===== src/hdl/lzwc_pkg.sv =====
// Package with the transaction types and constants of the LZW compressor.
package lzwc_pkg;

  localparam int OUT_W   = 12;
  localparam int BYTE_W  = 8;
  localparam logic [31:0] HASH_MULT = 32'd2654435761;

  typedef struct packed {
    logic [7:0] data_byte;
    logic       is_last;
  } in_item_t;

  typedef struct packed {
    logic [OUT_W-1:0] code;
    logic             last_code;
  } out_item_t;

endpackage


===== src/hdl/lzwc_front.sv =====
// Input stage: holds accepted transactions in a two-entry queue.
module lzwc_front
  import lzwc_pkg::*;
(
  input  logic     clk,
  input  logic     rst_n,
  input  logic     in_valid,
  output logic     in_ready,
  input  in_item_t in_data,
  output logic     q_valid,
  input  logic     q_pop,
  output in_item_t q_item
);

  in_item_t   buf_r [2];
  logic       rd_ptr_r, rd_ptr_nxt, wr_ptr_r, wr_ptr_nxt;
  logic [1:0] cnt_r, cnt_nxt;
  logic       push;

  assign in_ready = (cnt_r != 2'd2);
  assign push     = in_valid && in_ready;
  assign q_valid  = (cnt_r != 2'd0);
  assign q_item   = buf_r[rd_ptr_r];

  // Pointer and count update.
  always_comb begin
    rd_ptr_nxt = rd_ptr_r ^ q_pop;
    wr_ptr_nxt = wr_ptr_r ^ push;
    cnt_nxt    = cnt_r + {1'b0, push} - {1'b0, q_pop};
  end

  always_ff @(posedge clk) begin
    if (!rst_n) begin
      rd_ptr_r <= 1'b0;
      wr_ptr_r <= 1'b0;
      cnt_r    <= 2'd0;
    end else begin
      rd_ptr_r <= rd_ptr_nxt;
      wr_ptr_r <= wr_ptr_nxt;
      cnt_r    <= cnt_nxt;
    end
  end

  // Queue storage.
  always_ff @(posedge clk) begin
    if (push) begin
      buf_r[wr_ptr_r] <= in_data;
    end
  end

endmodule


===== config.mk =====
export PLATFORM = sky130hd
export DESIGN_NAME = lzwc_front
export DESIGN_NICKNAME = d
export VERILOG_FILES = /design/src/hdl/lzwc_pkg.sv /design/src/hdl/lzwc_front.sv
export SDC_FILE = /design/constraint.sdc
export NUM_CORES = 1
export LEC_CHECK = 0
export BUFFER_PORTS_ARGS = -buffer_cell sky130_fd_sc_hd__buf_2
export CAP_MARGIN = 25
export CORE_MARGIN = 5
export CORE_UTILIZATION = 50
export DETAILED_ROUTE_END_ITERATION = 10
export PLACE_DENSITY = 0.77
export SYNTH_ARGS = -nofsm -noshare
export SYNTH_HDL_FRONTEND = slang
export SYNTH_SLANG_ARGS = --single-unit
export TNS_END_PERCENT = 20

===== constraint.sdc =====
create_clock -name clk -period 2.8 [get_ports clk]
set_input_delay 0.28 -clock clk [delete_from_list [all_inputs] [get_ports clk]]
set_output_delay 0.28 -clock clk [all_outputs]
set_load 0.005 [all_outputs]

==> metrics.md <==
| Metric | Value |
|---|---|
| Outcome | finished clean |
| Per-instance average area after synthesis | 16.7 µm² |
| GRT Util Overall | 10.7% |
| FF-to-FF path depth | 3 |
| Worst flop-to-flop path endpoint | buf_r[1][7] |
| Antenna violations before repair | 0 |
| Hold bufs inserted after CTS | 0 |
| DR vias/cell | 4.56 |
| Diode insertion count for antenna repair | 0 |
| Hold wc startpoint | in_data[3] |
| Total number of clock tree sinks | 23 |
| Synth Flop Type | edfxtp_1 |
| # rows | 15 |
| Number of different library cells in the post-synthesis netlist | 18 |
| Capture endpoint of the worst hold path | buf_r[0][3] |
| Reg-to-reg critical path startpoint | cnt_r[0] |
| Post-Route Setup TNS | 0 ps |
| Share of synthesized area occupied by flip-flops and latches | 72.4% |
| Max-slew violations | 0 |
| Post-CTS setup buffers | 0 |
| Router iterations before antenna repair | 4 |
| Cell with the most instances after synthesis | edfxtp_1 |
| Share of layout cells above drive strength 1 | 32.9% |
| Max cap viols | 0 |
| First-pass GRT wire length | 2140 µm |
| Post-Synthesis Cells | 53 |
| Unrepaired setup endpoints after global routing | false |
| Clock root buffer master | clkbuf_4 |
| Synthesis-stage register bit count | 23 |
| Proportion of synthesized flip-flops having asynchronous set or reset | 0% |
| Cells resized by post-CTS repair | 0 |
| X dimension of the die | 52.1 µm |
| Power density of the placed cells | 636 nW/µm² |
| DRC marker count from the first detailed-route iteration | 9 |
| Top post-synthesis cells by area | edfxtp_1 (61%), mux2_1 (11%), dfxtp_1 (11%) |
| Worst endpoint required time | 2520 ps |
| Kind of critical path | register to primary output |
| Critical Path AT | 1380 ps |
| DRC errors left | 0 |
| Synthesized area | 885 µm² |
| Worst Setup Start Kind | register |
| Weighted congestion reported at the end of routability-driven placement | 0.699 |
| Number of CTS-inserted buffers | 3 |
| Part of the cycle the worst path needs | 59.2% |
| Maximum clock skew at final layout | 7.38 ps |
| Die area | 2710 µm² |
| Area overhead of the layout relative to synthesis | 19.0% |
| Deepest clock path buffer count | 2 |
| Syn nets | 68 |
| H-tree levels | 1 |
| Upper clock frequency limit | 603 MHz |
| Remaining global-route overflow | 0 |
| Count of nets after finishing | 95 |
| Post-route non-filler standard cell count | 104 |
| Number of instances in the placed design | 100 |
| Yosys warning count | 0 |
| Maximum number of pins on one net before global-route repair | 13 |
| Die height | 52.1 µm |
| Initial Util | 51.8% |
| Final core area utilization | 61.6% |
| Peak fanout along the critical path | 9 |
| Class of the most critical hold timing path | input port to register |
| Clock tree from TritonCTS | yes |
| Transition time of the tightest slew-check pin | 725 ps |
| Worst hold path stage count | 1 |
| Setup violation total in the final timing report | 0 |
| Skew-Pair Late Insertion Delay | 290 ps |
| Number of synthesized flops with an enable pin | 18 |
| Total wire length | 1180 µm |
| Area of the core | 1710 µm² |
| Worst max-slew margin expressed relative to the limit | 51.5% |
| Per-cell routed wire length | 11.3 µm |
| Leakage power | 0.000424 µW |
| Commonest cells post-synth | edfxtp_1 (18), mux2_1 (9), dfxtp_1 (5) |
| DPL Wire Length | 920 µm |
| Clock transition time at the flip-flop clock pins of the worst setup and hold paths | 110 ps |
| Post-layout minimum cycle time | 1660 ps |
| Final hold violation count | 0 |
| Portion of synthesized cell area occupied by the leading cell type | 61.1% |
| Number of ports placed on the die boundary | 24 |
| Peak VDD IR | 0.000394 V |
| Worst reg2reg setup slack | 1260 ps |
| Category of the worst setup path capture point | primary output |
| Number of global-route vias before repair | 508 |
| Number of buffer cells added on primary ports | 23 |
| Detailed-route via count | 474 |
| Antenna-violating nets left | 0 |
| Cell type with the largest total area after synthesis | edfxtp_1 |
placed cells by master (no fill, tap or decap), types with 2 or more instances in the layout:
cell type and count:
edfxtp_1 18, mux2_1 9, dfxtp_1 5, ha_1 2, inv_1 2, and2_1 3, nand2_1 2, nand2b_1 2
clkbuf_4 3, buf_2 23
cells by family after synthesis:
family                     share of synthesized area, %
buffers and inverters                              1.41
adders and majority gates                          2.83
and+or+nand+nor                                    7.07
DFF                                                72.4
AOI/OAI and AO/OA                                  1.70
xor gates and xnor gates                           1.98
muxes                                              12.6
metal layers:
metal | up-vias | part of all wire [%] | wire (µm) | GRT usage (%)
li1 | 242 | - | - | -
met1 | 218 | 40 | 473 | 12.3
met2 | 14 | 53 | 629 | 18.6
met3 | 0 | 6.4 | 76 | 3.15
met4 | 0 | 0 | 0 | 3.93
met5 | - | 0 | 0 | 0
registers in the layout, summed over array words and instances (netlist names), named ones only:
| name | flops |
|---|---|
| cnt_r | 2 |
| wr_ptr_r | 1 |
| buf_r | 18 |
| rd_ptr_r | 1 |
how the worst max path moves through the flow:
stage,startpoint,end,slack (ps),depth (start not counted)
after floorplan,cnt_r[0],buf_r[1][0],1440,3
after global placement,cnt_r[0],buf_r[1][7],1340,3
after detailed placement,cnt_r[0],buf_r[1][7],1240,3
after CTS,register,q_item[5],1120,2
after global routing,register,q_item[7],1030,2
final,register,q_item[5],1140,2
through the flow:
stage               hold slack, ps  total power [µW]  cell area [µm²]  setup WS [ps]
finish                         167               669             1050           1140
global route                   148               712             1050           1030
CTS                            163               678             1050           1120
detailed placement             475               540             1030           1240
global placement               473               535             1030           1340
floorplan                      379               491              885           1440
power breakdown:
| group | leakage, µW | internal [µW] | switching, µW |
|---|---|---|---|
| Clock | 0.0000150 | 55.4 | 85.5 |
| Sequential | 0.000210 | 409 | 14.6 |
| Combinational | 0.000200 | 55.3 | 49.6 |
area by class of cell:
cell class / instances / area, µm²
repair buffers: 23 / 115
flip-flops and latches: 23 / 641
multi-input cells: 27 / 231
inverters: 2 / 7.51
fillers: 136 / 656
clock buffers: 4 / 26.3
well taps: 25 / 31.3
worst max-delay path, cell delays in order, from the launching register on:
cell	delay [ps]
dfxtp_1	580
mux2_1	370
buf_2	130
(Power assumes the default switching activity.)
